## src/hw/rtl/ptw_pkg.sv

```systemverilog
// ----------------------------------------------------------------------------
// ptw_pkg
// Shared widths, operation and status codes, and the command and status
// structs that join the page walk controller and datapath.
// ----------------------------------------------------------------------------
package ptw_pkg;

   localparam int DIR_ENTRIES     = 1024;
   localparam int DIR_AW          = 10;
   localparam int TBL_AW          = 10;
   localparam int OFF_W           = 12;
   localparam int ADDR_W          = 32;
   localparam int FRAME_W         = ADDR_W - OFF_W;
   localparam int NUM_TABLES_DEF  = 16;

   localparam int DIR_LSB         = OFF_W + TBL_AW;   // 22
   localparam int TBL_LSB         = OFF_W;            // 12

   localparam logic [1:0] OP_MAP    = 2'd0;
   localparam logic [1:0] OP_UNMAP  = 2'd1;
   localparam logic [1:0] OP_XLATE  = 2'd2;

   localparam logic [2:0] ST_OK             = 3'd0;
   localparam logic [2:0] ST_NOT_MAPPED     = 3'd1;
   localparam logic [2:0] ST_ALREADY        = 3'd2;
   localparam logic [2:0] ST_NO_TABLE       = 3'd3;
   localparam logic [2:0] ST_UNMAP_NO_TABLE = 3'd4;

   typedef struct packed {
      logic       load;         // latch request, read directory
      logic       clr_step;     // clearing pass write
      logic       alloc;        // bind next free table to directory slot
      logic       pg_rd;        // read page entry
      logic       pg_unmap_wr;  // zero page entry at lookup address
      logic       pg_map_wr;    // write new entry at read address
      logic       finish;       // load result register
      logic       xlate_ok;     // result carries frame plus offset
      logic [2:0] status;
   } ptw_cmd_type;

   typedef struct packed {
      logic [1:0] op;
      logic       dir_valid;
      logic       tables_full;
      logic       pg_nonzero;
      logic       clr_last;
      logic       out_free;
   } ptw_stat_type;

endpackage

```

## src/hw/rtl/ptw_ctrl.sv

```systemverilog
// ----------------------------------------------------------------------------
// ptw_ctrl
// Sequencer for the page walk: clearing pass, accept, directory lookup,
// page entry check and write-back.
// ----------------------------------------------------------------------------
module ptw_ctrl (
   input  logic                  clock,
   input  logic                  reset,
   input  logic                  req_valid,
   output logic                  req_ready,
   input  ptw_pkg::ptw_stat_type stat,
   output ptw_pkg::ptw_cmd_type  cmd
);
   import ptw_pkg::*;

   typedef enum logic [1:0] {
      S_CLEAR,
      S_IDLE,
      S_LOOKUP,
      S_PAGE
   } state_type;

   state_type state_ff;
   state_type state_in;

   always_ff @(posedge clock) begin
      if (reset) begin
         state_ff <= S_CLEAR;
      end else begin
         state_ff <= state_in;
      end
   end

   always_comb begin
      cmd       = '0;
      state_in  = state_ff;
      req_ready = 1'b0;
      unique case (state_ff)
         S_CLEAR: begin
            cmd.clr_step = 1'b1;
            if (stat.clr_last) begin
               state_in = S_IDLE;
            end
         end
         S_IDLE: begin
            req_ready = 1'b1;
            if (req_valid) begin
               cmd.load = 1'b1;
               state_in = S_LOOKUP;
            end
         end
         S_LOOKUP: begin
            unique case (stat.op)
               OP_MAP: begin
                  if (stat.dir_valid) begin
                     cmd.pg_rd = 1'b1;
                     state_in  = S_PAGE;
                  end else if (!stat.tables_full) begin
                     cmd.alloc = 1'b1;
                     cmd.pg_rd = 1'b1;
                     state_in  = S_PAGE;
                  end else if (stat.out_free) begin
                     cmd.finish = 1'b1;
                     cmd.status = ST_NO_TABLE;
                     state_in   = S_IDLE;
                  end
               end
               OP_UNMAP: begin
                  if (stat.out_free) begin
                     cmd.finish      = 1'b1;
                     cmd.pg_unmap_wr = stat.dir_valid;
                     cmd.status      = stat.dir_valid ? ST_OK : ST_UNMAP_NO_TABLE;
                     state_in        = S_IDLE;
                  end
               end
               OP_XLATE: begin
                  if (stat.dir_valid) begin
                     cmd.pg_rd = 1'b1;
                     state_in  = S_PAGE;
                  end else if (stat.out_free) begin
                     cmd.finish = 1'b1;
                     cmd.status = ST_NOT_MAPPED;
                     state_in   = S_IDLE;
                  end
               end
               default: begin
                  if (stat.out_free) begin
                     cmd.finish = 1'b1;
                     cmd.status = ST_OK;
                     state_in   = S_IDLE;
                  end
               end
            endcase
         end
         S_PAGE: begin
            if (stat.out_free) begin
               cmd.finish = 1'b1;
               state_in   = S_IDLE;
               if (stat.op == OP_MAP) begin
                  cmd.pg_map_wr = !stat.pg_nonzero;
                  cmd.status    = stat.pg_nonzero ? ST_ALREADY : ST_OK;
               end else begin
                  cmd.xlate_ok = stat.pg_nonzero;
                  cmd.status   = stat.pg_nonzero ? ST_OK : ST_NOT_MAPPED;
               end
            end
         end
         default: begin
            state_in = S_CLEAR;
         end
      endcase
   end

endmodule

```

## config.mk

```make
export PLATFORM = sky130hd
export DESIGN_NAME = ptw_ctrl
export DESIGN_NICKNAME = d
export VERILOG_FILES = /design/src/hw/rtl/ptw_pkg.sv /design/src/hw/rtl/ptw_ctrl.sv
export SDC_FILE = /design/constraint.sdc
export NUM_CORES = 1
export LEC_CHECK = 0
export BUFFER_PORTS_ARGS = -buffer_cell sky130_fd_sc_hd__buf_4
export CAP_MARGIN = 20
export CELL_PAD_IN_SITES_DETAIL_PLACEMENT = 1
export CELL_PAD_IN_SITES_GLOBAL_PLACEMENT = 1
export CORE_AREA = 2 2 39 41
export DETAILED_ROUTE_END_ITERATION = 12
export DIE_AREA = 0 0 41 43
export GPL_TIMING_DRIVEN = 0
export PLACE_DENSITY = 0.75
export SLEW_MARGIN = 20
export SYNTH_ARGS = -nofsm -noshare
export SYNTH_HDL_FRONTEND = slang
export SYNTH_SLANG_ARGS = --single-unit
```

## constraint.sdc

```tcl
create_clock -name clock -period 2.1 [get_ports clock]
set_clock_uncertainty 0.05 [all_clocks]
set_input_delay 0.315 -clock clock [delete_from_list [all_inputs] [get_ports clock]]
set_output_delay 0.315 -clock clock [all_outputs]
set_load 0.05 [all_outputs]
```

==> results of run 1 <==
## kinds of logic (layout without fill, tap and decap cells)
group / count (synthesis) / after routing
buffers and inverters: 2 / 26
flip-flops: 2 / 2
AND/OR/NAND/NOR: 26 / 26
AO/OA/AOI/OAI: 9 / 9
## layout make-up
class                   count  area (sq um)  share of cell area
flip-flops and latches      2          40.0              0.0836
clock buffers               3          22.5              0.0470
well taps                  16          20.0              0.0418
inverters                   1          3.75             0.00783
multi-input cells          35           228               0.475
repair buffers             21           158               0.329
plain buffers               1          7.51              0.0157
## path summary, 6_finish.rpt
| path | from | endpoint | slack (ns) | cells after the start |
|---|---|---|---|---|
| worst max register to register | state_ff[0] | state_ff[0] | 1.02 | 4 |
| worst min-delay path | reset | state_ff[0] | 0.21 | 2 |
| worst max-delay path | state_ff[1] | cmd[0] | 0.30 | 4 |
| worst min register to register | state_ff[1] | state_ff[0] | 0.59 | 2 |
## metal layers
metal | global-route usage | part of all wire | wire length, um
met1 | 0.130 | 0.39 | 366
met2 | 0.197 | 0.53 | 495
met3 | 0.0314 | 0.065 | 61
met4 | 0.0800 | 0.015 | 14
met5 | 0 | 0 | 0
## layout by cell type, fill, tap and decap left out
cell       synthesis  final
dfxtp_1            2      2
o22a_1             1      1
nor3b_2            1      2
nor4_2             0      2
o21bai_1           1      1
nor2_1             7      7
nor3_1             1      1
buf_4              1     22
nand3_1            2      2
a22oi_1            1      1
a311oi_1           1      1
nand2_1            5      5
clkbuf_4           0      3
or2_0              1      1
inv_1              1      1
nand4bb_1          1      1
a211oi_1           1      1
nand2b_1           3      3
a21oi_1            3      3
and3b_1            1      1
nor2b_2            1      1
a21oi_2            1      1
## worst register-to-register path, cell delays in order (launching register included)
cell and delay [ns]:
dfxtp_1 0.31, buf_4 0.17, or2_0 0.23, a21oi_1 0.15, a211oi_1 0.06
## power by group through the flow
stage          combinational [W]  clock [W]  sequential [W]
2_1_floorplan          0.0000563          0       0.0000443
3_3_place_gp           0.0000921          0       0.0000456
3_5_place_dp           0.0000927          0       0.0000458
4_1_cts                0.0000936  0.0000870       0.0000453
5_1_grt                 0.000100  0.0000872       0.0000456
6_report               0.0000925  0.0000827       0.0000451
## through the flow
| step | power (W) | setup WS (ns) | util | cell area, sq um | hold WS, ns |
|---|---|---|---|---|---|
| floorplan | 0.000101 | 0.0170 | - | 279 | 0.337 |
| global placement | 0.000138 | 0.514 | 0.330 | 457 | 0.442 |
| finish | 0.000220 | 0.303 | 0.346 | 479 | 0.209 |
| detailed placement | 0.000138 | 0.514 | 0.330 | 457 | 0.439 |
| CTS | 0.000226 | 0.277 | 0.346 | 479 | 0.203 |
| global route | 0.000233 | 0.197 | 0.346 | 479 | 0.214 |
==> metrics.cfg, run 1 <==
[setup_path]
crit_path_cell_trace = nand3_1, o22a_1, a21oi_2, buf_4
cp.arrival_ns = 1.43
crit_type = reg2out
crit_slowest_cell = dfxtp_1
setup.worst_path.start_class = register
cpLargestDelayFamily = flip-flops
required_ns = 1.74
worst-path-buf-inv = 1
crit_fanout = 9
endpoint_kind = output port
slowest_delay_ns = 0.48

[synth]
synth_top_family_by_area = simple AND/OR/NAND/NOR gates
yosys-top-cells-area = dfxtp_1, nor2_1, nand2_1
synth_seq_cells = 2
syn_area_sq_um = 262
synth_edf_count = 0
yosys_warnings = 0
synth_common_cells = nor2_1, nand2_1, a21oi_1, nand2b_1
synth_top_area_frac = 0.153
synth_cell_type_count = 22
yosys.area_share.simple = 0.560
synth.avg_cell_area_sq_um = 6.71
seq_area_frac_synth = 0.153
synth_xor_area_frac = 0
syn-num-nets = 49
async_flop_share = 0
synth_compound_area_frac = 0.244
yosys.area.top_type = dfxtp_1
syn_inst = 39
synthAdderAreaFrac = 0
ys.flop_type = dfxtp_1
synthMuxAreaShare = 0
synth.most_common_cell = nor2_1

[final_layout]
syn2layout_area_growth_pct = 83.3
final_nets = 75
top_register = state_ff
finalNonFillerCells = 79
largestRegisters = state_ff (2)
largest_reg_flops = 2
drive_above_1_share = 0.492
antennaDiodeCount = 0
fillCellCount = 187

[power_and_ir_drop]
share_seq_of_total_power = 0.205
p_clk_frac = 0.375
power_frac_comb = 0.420
leakage_nw = 0.212
internal-power_w = 0.000140
switching_share = 0.364
powerDensity_nw_per_um2 = 460
p_sw_w = 0.0000801
peakVddDrop_v = 0.000101

[worst_hold_path]
hold_path_class = in2reg

[timing]
drv_slew = 0
rsz0062_at_grt = false
finalCritPeriodShare = 0.856
fmax_mhz = 557
tightest_slew_ns = 0.304
finalSetupTns_ns = 0
relSlewSlack = 0.797
period_minus_slack_ns = 1.80
setup_viol = 0
hold_violations = 0

[outcome]
status = finished, final reports clean

[floorplanning]
io_pins = 22
start_util = 0.189
die_area_sq_um = 1760
dieHeight_um = 43
core_sq_um = 1380
rows = 14
die_w_um = 41

[clock_tree]
cts_tree = done
cts_max_path_buffers = 2
clk_latency_ns = 0.22
cts_buffers = 3
cts.sinks = 2
ctsRootBufferMaster = clkbuf_4
cts_hold_buf = 0
htree_levels = 1
cts_resized = 0
clkTransAtPathRegs_ns = 0.03
post_cts_buffers = 0

[run]
maxCapViolCount = 0

[detailed_routing]
firstDrtPassIters = 2
avgRoutedWirePerCell_um = 11.9
detail_route.iter0.violations = 2
drcViolationCount = 0
via_per_inst = 4.84
drt-total-wl_um = 938
num_vias = 382
antenna_left = 0

[global_route]
track_usage = 0.122
grt_pass1_wl_um = 1440
antenna_found_initial = 0
grt_overflow_total = 0
grt_start_max_net_pins = 11
grt_pass1_vias = 363

[placed_design]
gp_congestion = 0.693
port_buffers = 21
dp_cells = 76
post-dp-hpwl_um = 727

No activity file was read; power rests on OpenSTA's default activity.
==> inputs of run 2 (changes only) <==
- ABC_CLOCK_PERIOD_IN_PS: not set -> 2100
- PLACE_DENSITY: 0.75 -> 0.66
- SLEW_MARGIN: 20 -> not set
==> metrics.cfg, run 2 (synthesized netlist as in run 1, its figures left out) <==
[global_route]
grt_pass1_wl_um = 1350  ; -6.2%
grt_start_max_net_pins = 11  ; unchanged
grt_overflow_total = 0  ; unchanged
antenna_found_initial = 0  ; unchanged
track_usage = 0.112  ; -0.00989
grt_pass1_vias = 331  ; -8.8%

[final_layout]
drive_above_1_share = 0.492  ; unchanged
largestRegisters = state_ff (2)
final_nets = 75  ; unchanged
multi_input_area_sq_um = 228  ; unchanged
antennaDiodeCount = 0  ; unchanged
largest_reg_flops = 2  ; unchanged
syn2layout_area_growth_pct = 83.3  ; unchanged
seq_area_sq_um = 40.0  ; unchanged
final_cell_mix = buf_4, nor2_1, nand2_1
fillCellCount = 184  ; -1.6%
top_register = state_ff
finalNonFillerCells = 79  ; unchanged
final_common_cell = buf_4

[placed_design]
gp_congestion = 0.688  ; -0.75%
dp_cells = 76  ; unchanged
port_buffers = 21  ; unchanged
post-dp-hpwl_um = 722  ; -0.59%

[detailed_routing]
drt-total-wl_um = 927  ; -1.2%
firstDrtPassIters = 4  ; +2
via_per_inst = 4.82  ; -0.26%
detail_route.iter0.violations = 2  ; unchanged
num_vias = 381  ; -0.26%
avgRoutedWirePerCell_um = 11.7  ; -1.2%
antenna_left = 0  ; unchanged
drcViolationCount = 0  ; unchanged

[setup_path]
cp.arrival_ns = 1.47  ; +0.04 ns
endpoint_kind = output port
crit_type = reg2out
crit_fanout = 9  ; unchanged
setup.worst_path.start_class = register
required_ns = 1.74  ; about the same

[clock_tree]
post_cts_buffers = 0  ; unchanged
cts_resized = 0  ; unchanged
ctsRootBufferMaster = clkbuf_4
cts_tree = done
clk_latency_ns = 0.23  ; about the same
cts.sinks = 2  ; unchanged
clkTransAtPathRegs_ns = 0.03  ; about the same
cts_hold_buf = 0  ; unchanged
cts_buffers = 3  ; unchanged
htree_levels = 1  ; unchanged
cts_max_path_buffers = 2  ; unchanged

[timing]
finalCritPeriodShare = 0.875  ; +0.0193
tightest_slew_ns = 0.330  ; +0.0260 ns
hold_violations = 0  ; unchanged
drv_slew = 0  ; unchanged
finalSetupTns_ns = 0  ; unchanged
rsz0062_at_grt = false
period_minus_slack_ns = 1.84  ; +0.0405 ns
relSlewSlack = 0.779  ; -0.0174
fmax_mhz = 544  ; -2.2%
setup_viol = 0  ; unchanged

[floorplanning]
dieHeight_um = 43  ; unchanged
core_sq_um = 1380  ; unchanged
die_w_um = 41  ; unchanged
io_pins = 22  ; unchanged
rows = 14  ; unchanged
start_util = 0.189  ; unchanged
die_area_sq_um = 1760  ; unchanged

[power_and_ir_drop]
p_clk_frac = 0.387  ; +0.012
internal-power_w = 0.000141  ; +0.26%
power_frac_comb = 0.412  ; -0.008
p_sw_w = 0.0000840  ; +4.9%
leakage_nw = 0.212  ; unchanged
powerDensity_nw_per_um2 = 469  ; +1.9%
share_seq_of_total_power = 0.201  ; -0.004
peakVddDrop_v = 0.000107  ; +6.4%
switching_share = 0.374  ; +0.0105

[outcome]
status = finished, final reports clean

[run]
maxCapViolCount = 0  ; unchanged

[worst_hold_path]
hold_path_class = in2reg

-- run 2: cell counts in the layout (fill, tap and decap cells not counted) --
Identical to the previous run, type by type.
-- run 2: through the flow --
| step | area [sq um] | power [W] | worst slack (ns) | utilization | hold WS (ns) |
|---|---|---|---|---|---|
| finish | 479 | 0.000225 | 0.263 | 0.346 | 0.206 |
| global route | 479 | 0.000241 | 0.157 | 0.346 | 0.195 |
| detailed placement | 457 | 0.000139 | 0.499 | 0.330 | 0.442 |
| CTS | 479 | 0.000231 | 0.252 | 0.346 | 0.197 |
| floorplan | 279 | 0.000101 | 0.0170 | - | 0.337 |
| global placement | 457 | 0.000138 | 0.526 | 0.330 | 0.440 |
-- run 2: path summary, 6_finish.rpt --
check        cells past startpoint     endpoint        start  slack (ns)
min reg2reg                      2  state_ff[1]  state_ff[1]        0.60
min                              2  state_ff[1]        reset        0.21
max                              4       cmd[0]  state_ff[1]        0.26
max reg2reg                      4  state_ff[0]  state_ff[0]        1.02
-- run 2: layout make-up --
class | instances | share of cell area
inverters | 1 | 0.00783
multi-input cells | 35 | 0.475
flip-flops and latches | 2 | 0.0836
well taps | 16 | 0.0418
repair buffers | 21 | 0.329
plain buffers | 1 | 0.0157
clock buffers | 3 | 0.0470
-- run 2: power groups by stage --
stage	clock network (W)	registers [W]	logic, W
6_report	0.0000869	0.0000452	0.0000925
2_1_floorplan	0	0.0000443	0.0000563
5_1_grt	0.0000960	0.0000457	0.0000992
3_5_place_dp	0	0.0000457	0.0000935
4_1_cts	0.0000922	0.0000451	0.0000937
3_3_place_gp	0	0.0000455	0.0000924
-- run 2: worst max-delay path: stages, from the launching register on --
cell,delay [ns]
dfxtp_1,0.50
nand3_1,0.20
o22a_1,0.23
a21oi_2,0.10
buf_4,0.20
-- run 2: layer usage --
metal,share of wire,vias up,routed length [um],global-route usage
met1,0.48,174,449,0.150
met4,0,0,0,0.0400
met3,0.081,0,75,0.0471
met5,0,-,0,0
li1,-,194,-,-
met2,0.43,13,402,0.156
